[src/tlbfl_pkg.sv]
// constants shared by the translation buffer and its checker
package tlbfl_pkg;

    localparam int ENTRIES = 8;
    localparam int IDX_W   = $clog2(ENTRIES);
    localparam int KEY_W   = 20;
    localparam int FRAME_W = 20;
    localparam int CNT_W   = 32;

    localparam logic [CNT_W-1:0] CNT_MAX  = {CNT_W{1'b1}};
    localparam logic [IDX_W-1:0] RANK_MAX = IDX_W'(ENTRIES - 1);

    // operation codes
    localparam logic FUNC_LOOKUP = 1'b0;
    localparam logic FUNC_FILL   = 1'b1;

endpackage

[src/tlb_fifo_lru_replacement.sv]
// fully associative translation buffer with fifo or lru replacement
// done follows an accepted request through the request register and the result register
// throughput: one request per cycle, busy stays low; the 8-way key compare, victim
// choice and recency update sit in the combinational logic between the request and result registers
// results last one cycle and cannot be stalled
// reset: all slots never filled, recency rank equals slot index, pointer and counters zero
module tlb_fifo_lru_replacement (
    input  logic                        clk,
    input  logic                        rst_n,
    input  logic                        start,
    output logic                        busy,
    input  logic                        func,
    input  logic [tlbfl_pkg::KEY_W-1:0]   page_key,
    input  logic [tlbfl_pkg::FRAME_W-1:0] frame_in,
    input  logic                        cfg_we,
    input  logic                        cfg_wdata,
    output logic                        done,
    output logic                        hit,
    output logic [tlbfl_pkg::FRAME_W-1:0] frame_out,
    output logic [tlbfl_pkg::CNT_W-1:0]   lookups_total,
    output logic [tlbfl_pkg::CNT_W-1:0]   hits_total
);
    import tlbfl_pkg::*;

    // request register
    logic               req_valid_reg;
    logic               req_func_reg;
    logic [KEY_W-1:0]   req_key_reg;
    logic [FRAME_W-1:0] req_frame_reg;

    // translation state
    logic [KEY_W-1:0]   key_reg   [ENTRIES];
    logic [FRAME_W-1:0] frame_reg [ENTRIES];
    logic [ENTRIES-1:0] filled_reg, filled_next;
    logic [IDX_W-1:0]   rank_reg  [ENTRIES];
    logic [IDX_W-1:0]   rank_next [ENTRIES];
    logic [IDX_W-1:0]   fifo_ptr_reg, fifo_ptr_next;
    logic [CNT_W-1:0]   lookup_cnt_reg, lookup_cnt_next;
    logic [CNT_W-1:0]   hit_cnt_reg, hit_cnt_next;
    logic               use_lru_reg;

    // result register
    logic               done_reg;
    logic               hit_reg, hit_next;
    logic [FRAME_W-1:0] frame_out_reg, frame_out_next;

    // per-request decode
    logic [ENTRIES-1:0] match;
    logic               hit_any;
    logic [IDX_W-1:0]   hit_idx;
    logic               free_any;
    logic [IDX_W-1:0]   free_idx;
    logic [IDX_W-1:0]   oldest_idx;
    logic [IDX_W-1:0]   fill_idx;
    logic [IDX_W-1:0]   slot;
    logic [IDX_W-1:0]   old_rank;
    logic               is_lookup;
    logic               key_nz;
    logic               counted;
    logic               lookup_hit;
    logic               do_fill;
    logic               touch;

    // one request per cycle, never held off
    assign busy = 1'b0;

    always_comb
    begin
        is_lookup = (req_func_reg == FUNC_LOOKUP);
        key_nz    = (req_key_reg != '0);

        // lowest matching filled slot wins
        hit_any = 1'b0;
        hit_idx = '0;
        for (int i = ENTRIES - 1; i >= 0; i--)
        begin
            match[i] = filled_reg[i] && (key_reg[i] == req_key_reg);
            if (match[i])
            begin
                hit_any = 1'b1;
                hit_idx = IDX_W'(i);
            end
        end

        // lru victim: lowest never-filled slot, else the rank-zero slot
        free_any   = 1'b0;
        free_idx   = '0;
        oldest_idx = '0;
        for (int i = ENTRIES - 1; i >= 0; i--)
        begin
            if (!filled_reg[i])
            begin
                free_any = 1'b1;
                free_idx = IDX_W'(i);
            end
            if (rank_reg[i] == '0)
            begin
                oldest_idx = IDX_W'(i);
            end
        end

        if (use_lru_reg)
        begin
            fill_idx = free_any ? free_idx : oldest_idx;
        end
        else
        begin
            fill_idx = fifo_ptr_reg;
        end

        counted    = req_valid_reg && is_lookup && key_nz;
        lookup_hit = counted && hit_any;
        do_fill    = req_valid_reg && !is_lookup;
        touch      = lookup_hit || do_fill;
        slot       = is_lookup ? hit_idx : fill_idx;
        old_rank   = rank_reg[slot];

        // move the touched slot to the top of the recency order
        for (int i = 0; i < ENTRIES; i++)
        begin
            if (touch && (rank_reg[i] > old_rank))
            begin
                rank_next[i] = rank_reg[i] - 1'b1;
            end
            else
            begin
                rank_next[i] = rank_reg[i];
            end
        end
        if (touch)
        begin
            rank_next[slot] = RANK_MAX;
        end

        filled_next = filled_reg;
        if (do_fill)
        begin
            filled_next[slot] = 1'b1;
        end

        fifo_ptr_next = fifo_ptr_reg;
        if (do_fill && !use_lru_reg)
        begin
            fifo_ptr_next = (fifo_ptr_reg == RANK_MAX) ? '0 : fifo_ptr_reg + 1'b1;
        end

        // saturating counters
        lookup_cnt_next = lookup_cnt_reg;
        if (counted && (lookup_cnt_reg != CNT_MAX))
        begin
            lookup_cnt_next = lookup_cnt_reg + 1'b1;
        end
        hit_cnt_next = hit_cnt_reg;
        if (lookup_hit && (hit_cnt_reg != CNT_MAX))
        begin
            hit_cnt_next = hit_cnt_reg + 1'b1;
        end

        hit_next       = lookup_hit;
        frame_out_next = lookup_hit ? frame_reg[hit_idx] : '0;
    end

    // control state
    always_ff @(posedge clk or negedge rst_n)
    begin
        if (!rst_n)
        begin
            req_valid_reg  <= 1'b0;
            done_reg       <= 1'b0;
            filled_reg     <= '0;
            fifo_ptr_reg   <= '0;
            lookup_cnt_reg <= '0;
            hit_cnt_reg    <= '0;
            use_lru_reg    <= 1'b0;
            for (int i = 0; i < ENTRIES; i++)
            begin
                rank_reg[i] <= IDX_W'(i);
            end
        end
        else
        begin
            req_valid_reg  <= start && !busy;
            done_reg       <= req_valid_reg;
            filled_reg     <= filled_next;
            fifo_ptr_reg   <= fifo_ptr_next;
            lookup_cnt_reg <= lookup_cnt_next;
            hit_cnt_reg    <= hit_cnt_next;
            rank_reg       <= rank_next;
            if (cfg_we)
            begin
                use_lru_reg <= cfg_wdata;
            end
        end
    end

    // payload registers, qualified by the valid bits above
    always_ff @(posedge clk)
    begin
        if (start && !busy)
        begin
            req_func_reg  <= func;
            req_key_reg   <= page_key;
            req_frame_reg <= frame_in;
        end
        if (do_fill)
        begin
            key_reg[slot]   <= req_key_reg;
            frame_reg[slot] <= req_frame_reg;
        end
        hit_reg       <= hit_next;
        frame_out_reg <= frame_out_next;
    end

    assign done          = done_reg;
    assign hit           = hit_reg;
    assign frame_out     = frame_out_reg;
    assign lookups_total = lookup_cnt_reg;
    assign hits_total    = hit_cnt_reg;

endmodule

[config.mk]
export PLATFORM = sky130hd
export DESIGN_NAME = tlb_fifo_lru_replacement
export DESIGN_NICKNAME = d
export VERILOG_FILES = /design/src/tlbfl_pkg.sv /design/src/tlb_fifo_lru_replacement.sv
export SDC_FILE = /design/constraint.sdc
export NUM_CORES = 1
export LEC_CHECK = 0
export ABC_AREA = 1
export ABC_CLOCK_PERIOD_IN_PS = 10850
export BUFFER_PORTS_ARGS = -buffer_cell sky130_fd_sc_hd__buf_2
export CAP_MARGIN = 10
export CORE_MARGIN = 2
export CORE_UTILIZATION = 45
export CTS_BUF_LIST = sky130_fd_sc_hd__clkbuf_4 sky130_fd_sc_hd__clkbuf_8 sky130_fd_sc_hd__clkbuf_16
export DETAILED_ROUTE_END_ITERATION = 8
export MAX_ROUTING_LAYER = met4
export PLACE_DENSITY = 0.72
export SETUP_SLACK_MARGIN = 0.5
export SYNTH_ARGS = -nofsm -noshare
export SYNTH_HDL_FRONTEND = slang
export SYNTH_SLANG_ARGS = --single-unit
[constraint.sdc]
create_clock -name clk -period 10.85 [get_ports clk]
set_clock_uncertainty 0.05 [all_clocks]
set_input_delay 1.085 -clock clk [delete_from_list [all_inputs] [get_ports clk]]
set_output_delay 1.085 -clock clk [all_outputs]
set_load 0.01 [all_outputs]
==> run summary, run 1 <==
## CTS
• htree depth: 2
• maximum clock path buffer count: 3
• clock-pin slew on the worst setup and hold paths: 0.07 ns
• Post CTS Setup Buffer Count: 0
• number of sinks on the clock net: 484
• worst skew pair latency: 0.63 ns
• number of hold buffers added after cts: 0
• TritonCTS clock tree: built
• post-cts repair resize count: 0
• number of CTS-inserted buffers: 52
• buffer type at the clock tree root: clkbuf_16

## STA
• final cycle utilization of the critical path: 52.0%
• Sum Neg Setup Slack: 0 ns
• Slew HR: 25.3%
• achievable frequency: 177 MHz
• min Tclk post-route: 5.64 ns
• hold slack final: 0.421 ns
• Hold Fails Final Rpt: 0
• count of final max-slew check failures: 0
• RSZ-0062 raised after global routing: no
• count of endpoints failing setup in the final report: 0
• measured slew at the worst slew-check pin: 1.12 ns

## Critical path
• startpoint types: register
• Worst setup EP type: register
• Crit Path Category: reg -> reg
• critical path fanouts, max: 24
• CP Launch Point: req_key_reg[5]
• startpoint of the worst register-to-register path: req_key_reg[5]
• arrival time at the worst endpoint: 6.09 ns
• data required time at the worst endpoint: 11.30 ns

## Global route
• number of antenna violations at the first check in global routing: 0
• overall global routing resource usage: 25.4%
• total global routing overflow: 0
• maximum number of pins on one net before global-route repair: 82
• via count of the first global-routing pass: 17097
• wire length of the first global-routing pass: 98.9 mm

## Route
• Detail Route Antenna Nets: 0
• mean number of vias per cell: 5.42
• DRC violation count after routing: 0
• total routed wirelength: 64.7 mm
• total via count after detailed routing: 17306
• count of routing violations after the opening detailed-route iteration: 1609
• wire per inst: 20.3 um
• first-pass iteration count of the detailed router: 6

## Synth
• number of distinct library cell variants in the gate-level netlist after synthesis: 54
• library cell occupying the most area in the post-synthesis netlist: edfxtp_1
• post-synthesis cell area: 22900 um^2
• number of flip-flops and latches in the synthesized netlist: 484
• nets in the synthesized netlist: 2403
• Syn Inst Count: 2321
• register area share after synthesis: 60.4%
• commonest cells in the netlist: nand2_1 (552), edfxtp_1 (361), nor2_1 (281)
• EDFF count, synth: 361
• leading register cell type out of synthesis: edfxtp_1
• cell with the most instances after synthesis: nand2_1
• cell types with the largest area share after synthesis: edfxtp_1 (47%), dfrtp_1 (9.8%), nand2_1 (9.1%), nor2_1 (4.6%), inv_1 (4.0%)
• per-instance average area after synthesis: 9.86 um^2
• Async S/R FF share, synth: 21.1%
• area share of the largest cell type after synthesis: 47.4%
• Yosys warnings: 0

## Floorplan
• die boundary height: 230 um
• initial standard-cell utilization of the core: 45.6%
• Core ar.: 50200 um^2
• die area: 52700 um^2
• num ports: 133
• Placement Rows: 82
• Die Width: 230 um

## Worst hold path
• path class of the lowest-slack min-delay path: in -> async

## Final layout
• number of nets at the end of the flow: 2559
• area growth from synthesis to layout: 14.0%
• share of cells above drive strength 1: 14.8%
• number of fill cells: 4463

## Run
• max_cap viols: 0

## Outcome
• outcome: finished, final reports clean

## Placement
• final estimated routing congestion in global placement: 0.989
• Detailed Place HPWL: 42.7 mm
• PortBufs: 131

## Pwr
• maximum resistive drop on vdd: 0.000137 V
• PwrDens: 197 nW/um^2
• LEAKAGE: 0.0112 uW

path summary, 6_finish.rpt:
kind | to | slack (ns) | cells after the start
worst min register to register | lookups_total[30] | 0.45 | 1
worst min-delay path | rank_reg[9] | 0.42 | 1
min in group clk | lookups_total[30] | 0.45 | 1
max in group asynchronous | lookups_total[8] | 9.14 | 2
worst max-delay path | rank_reg[20] | 5.21 | 23
worst max register to register | rank_reg[20] | 5.21 | 23
final cells by class:
class / instances / area (um^2) / area share (%)
Antenna cell: 1 / 2.50 / 0.00959
Tap cell: 672 / 841 / 3.22
Multi-Input combinational cell: 1513 / 7810 / 29.9
Inverter: 265 / 995 / 3.81
Sequential cell: 484 / 13800 / 53.0
Clock inverter: 33 / 305 / 1.17
Clock buffer: 65 / 1440 / 5.50
Timing Repair Buffer: 161 / 883 / 3.38
power by group:
group	total [uW]	internal (uW)	switching [uW]
Clock	1780	1020	761
Sequential	2310	2160	151
Combinational	1050	348	706
Total	5150	3530	1620
per-layer routing:
metal | share of wire, % | wire length, um | track usage (%)
met5 | 0 | 0 | -
met1 | 42 | 26900 | 31.7
met4 | 3.4 | 2210 | 9.40
met3 | 6.5 | 4190 | 4.18
met2 | 49 | 31500 | 41.6
cells in the final DEF, fill, tap and decap left out, types with 36 or more instances in the layout:
cell,n
xnor2_1,37
xor2_1,47
nand2_1,551
nand3_1,119
clkbuf_16,52
dfrtp_1,90
edfxtp_1,361
ha_1,36
nand4_1,76
inv_1,244
buf_2,130
nor2_1,273
o21ai_0,144
metrics by stage:
step	util [%]	cell area [um^2]	power (uW)	setup slack, ns	std cells
5_1_grt	52.0	26100	5400	4.80	3193
3_5_place_dp	48.6	24400	3380	5.27	3095
2_1_floorplan	-	22900	3050	6.57	2321
3_3_place_gp	48.6	24400	3340	5.29	3095
6_report	52.0	26100	5150	5.21	3194
4_1_cts	52.0	26100	5170	5.26	3193
cell families (layout without fill, tap and decap cells):
logic type,count (synthesis),count (layout),share of synthesized area [%]
XOR/XNOR,84,84,3.21
flip-flops,484,484,60.4
buffers and inverters,324,524,5.75
adder cells (fa/ha/maj),36,36,1.97
AND/OR/NAND/NOR,1157,1157,22.2
AO/OA/AOI/OAI,234,234,6.43
multiplexers,1,1,0.0437
other,1,2,0.0164
critical path: stages, from the launching register on:
cell and delay, ns:
edfxtp_1 1.09, inv_2 0.33, o21ai_0 0.38, nor2_1 0.07, nand2_1 0.07, nor2_1 0.04
nand3_1 0.25, nand2_1 0.14, nor2_2 0.13, nand2_2 0.39, nand2_1 0.21, nand2_2 0.09
nand2_2 0.10, nor2_1 0.06, inv_1 0.16, o22ai_1 0.09, or4_1 0.77, ha_1 0.43
nand3_1 0.11, nor2_1 0.04, nor2_1 0.25, nand3_1 0.13, nand2_1 0.09, nand3_1 0.08
No activity file was read; power rests on OpenSTA's default activity.
==> inputs of run 2 (changes only) <==
Settings changed: ABC_AREA 1 to 0, ABC_CLOCK_PERIOD_IN_PS 10850 to 5360.
Clock period 10.85 ns to 5.36 ns, I/O delays scaled along.
==> run summary, run 2 <==
## Final layout
• area growth from synthesis to layout: 21.0%
• final antenna diode count: 0, -1
• total area of multi-input combinational cells: 7670 um^2, -1.8%
• area taken by flip-flops and latches: 13800 um^2, unchanged
• number of fill cells: 3882, -13%
• fin cells: 2523, -21%
• share of cells above drive strength 1: 26.8%, +12 points
• most frequent cells in the layout: edfxtp_1 (361), buf_2 (130), buf_4 (125)
• leading cell type in the layout, fill and taps excluded: edfxtp_1
• number of nets at the end of the flow: 1949, -24%

## Synth
• commonest cells in the netlist: edfxtp_1 (361), xnor2_1 (151), nor2_1 (122)
• number of distinct library cell variants in the gate-level netlist after synthesis: 65, +20%
• cell with the most instances after synthesis: edfxtp_1
• leading register cell type out of synthesis: edfxtp_1
• post-synthesis cell area: 21500 um^2, -6.1%
• Async S/R FF share, synth: 21.1%, unchanged
• Syn Inst Count: 1605, -31%
• area share of the largest cell type after synthesis: 50.4%, +3.1 points
• register area share after synthesis: 64.4%, +3.9 points
• EDFF count, synth: 361, unchanged
• per-instance average area after synthesis: 13.4 um^2, +36%
• number of flip-flops and latches in the synthesized netlist: 484, unchanged
• nets in the synthesized netlist: 1687, -30%
• Yosys warnings: 0, unchanged
• library cell occupying the most area in the post-synthesis netlist: edfxtp_1
• cell types with the largest area share after synthesis: edfxtp_1 (50%), dfrtp_1 (10%), xnor2_1 (6.2%), xor2_1 (3.1%), mux2_2 (2.4%)

## Placement
• final estimated routing congestion in global placement: 0.920, -6.9%
• PortBufs: 131, unchanged
• number of placed instances, taps included: 2387, -23%
• Place WS: 0.0452 ns, -5.22 ns
• Detailed Place HPWL: 34.6 mm, -19%

## Floorplan
• initial standard-cell utilization of the core: 45.3%, -0.34 points
• Core ar.: 47400 um^2, -5.4%
• Die Width: 223 um, -3.1%
• num ports: 133, unchanged
• Placement Rows: 80, -2.4%
• die boundary height: 223 um, -3.1%
• die area: 49500 um^2, -6.0%

## STA
• Slew HR: 24.7%, -0.60 points
• count of final max-slew check failures: 0, unchanged
• achievable frequency: 209 MHz, +18%
• RSZ-0062 raised after global routing: yes
• post-layout worst setup margin: 0.574 ns, -4.64 ns
• min Tclk post-route: 4.79 ns, -0.854 ns
• count of endpoints failing setup in the final report: 0, unchanged
• Sum Neg Setup Slack: 0 ns, unchanged
• final cycle utilization of the critical path: 89.3%, +37 points
• Hold Fails Final Rpt: 0, unchanged
• measured slew at the worst slew-check pin: 1.13 ns, +0.00893 ns

## Critical path
• arrival time at the worst endpoint: 5.20 ns, -0.89 ns
• data required time at the worst endpoint: 5.77 ns, -5.53 ns
• CP Launch Point: req_key_reg[16]
• setup slack of the worst register-to-register path: 0.57 ns, -4.64 ns
• Crit Path Category: reg -> reg
• startpoint types: register
• Worst setup EP type: register
• critical path fanouts, max: 6, -75%
• startpoint of the worst register-to-register path: req_key_reg[16]

## Route
• top routing layer used: met4
• count of routing violations after the opening detailed-route iteration: 1346, -16%
• total routed wirelength: 53.2 mm, -18%
• Detail Route Antenna Nets: 0, unchanged
• wire per inst: 21.1 um, +4.1%
• wire length the detailed router placed on met1: 23.3 mm, -13%
• met2 WL post-DR: 25.2 mm, -20%
• total via count after detailed routing: 14233, -18%
• DRC violation count after routing: 0, unchanged
• first-pass iteration count of the detailed router: 5, -1
• met3 layer wire length in the routed design: 3.34 mm, -20%
• mean number of vias per cell: 5.64, +4.1%

## CTS
• TritonCTS clock tree: built
• clock-pin slew on the worst setup and hold paths: 0.06 ns, about the same
• worst skew pair latency: 0.61 ns, -0.02 ns
• htree depth: 2, unchanged
• maximum clock path buffer count: 3, unchanged
• number of sinks on the clock net: 484, unchanged
• number of CTS-inserted buffers: 50, -3.8%
• buffer type at the clock tree root: clkbuf_16

## Global route
• wire length of the first global-routing pass: 80.9 mm, -18%
• total global routing overflow: 0, unchanged
• number of antenna violations at the first check in global routing: 1, +1
• overall global routing resource usage: 21.7%, -3.7 points
• via count of the first global-routing pass: 14052, -18%
• maximum number of pins on one net before global-route repair: 81, -1.2%

## Worst hold path
• startpoint of the lowest-slack hold path: page_key[4]
• path class of the lowest-slack min-delay path: in -> reg

## Outcome
• outcome: finished, final reports clean

## Pwr
• PwrDens: 413 nW/um^2, +110%
• maximum resistive drop on vdd: 0.000354 V, +160%
• LEAKAGE: 0.0103 uW, -8.0%

## Run
• max_cap viols: 0, unchanged

[run 2: kinds of logic after synthesis]
kind of cell,synth area share (%)
mux,4.69
flops,64.4
compound gates,5.81
buf+inv,2.14
simple gates,11.7
other cells,0.0175
fa+ha+maj,2.10
xor+xnor,9.21
[run 2: repair_timing]
| item | CTS | global route |
|---|---|---|
| resized for setup | 13 | 55 |
| buffers inserted | 13 | 29 |
| pin swaps | 2 | 15 |
| hold endpoints to repair | 36 | 0 |
| setup endpoints to repair | 24 | 25 |
| hold buffers | 1 | 0 |
[run 2: routing by layer]
| metal | vias up | track usage (%) |
|---|---|---|
| met1 | 7117 | 29.1 |
| met3 | 98 | 3.39 |
| met2 | 538 | 34.4 |
| met4 | 0 | 6.41 |
| li1 | 6480 | - |
| met5 | - | - |
[run 2: critical path, cell delays in order (launching register included)]
cell and delay [ns]:
edfxtp_1 0.49, buf_4 0.21, buf_4 0.17, buf_4 0.16, xor2_1 0.18, nor4_1 0.23
nand4_1 0.16, or4b_4 0.56, and4_4 0.20, a31oi_4 0.23, buf_4 0.19, or3_1 0.10
a211o_1 0.12, o211ai_1 0.16, buf_4 0.18, ha_1 0.32, nor3b_1 0.18, a311o_1 0.38
a311oi_1 0.29, nor2_1 0.09
[run 2: worst paths after layout]
| kind | endpoint | depth (start not counted) |
|---|---|---|
| max | rank_reg[3] | 19 |
| min | req_key_reg[4] | 1 |
| max reg2reg | rank_reg[3] | 19 |
| min reg2reg | hits_total[28] | 1 |
| max in group asynchronous | lookups_total[19] | 3 |
| min in group asynchronous | lookups_total[31] | 2 |
[run 2: cell type report]
| cell class | count | area share (%) |
|---|---|---|
| multi-input cells | 1017 | 29.5 |
| clock inverters | 25 | 1.09 |
| clock buffers | 68 | 5.59 |
| well taps | 615 | 2.96 |
| inverters | 44 | 0.635 |
| flip-flops and latches | 484 | 53.2 |
| repair buffers | 270 | 7.06 |
[run 2: power by group]
group / internal, uW / switching [uW] / leakage, uW
Sequential: 4390 / 296 / 0.00476
Combinational: 1070 / 1400 / 0.00466
Clock: 2110 / 1470 / 0.000866
Total: 7580 / 3170 / 0.0103
[run 2: per-stage QoR]
step                      hold WS [ns]  util, %  instance area [um^2]  total power [uW]
after global placement           0.420     49.5                 23500              6910
final                           0.0469     54.8                 26000             10700
after detailed placement         0.431     49.5                 23500              7020
after CTS                       0.0161     53.6                 25400             10700
after floorplan                  0.190        -                 21500              6280
after global routing            0.0259     54.8                 26000             11200
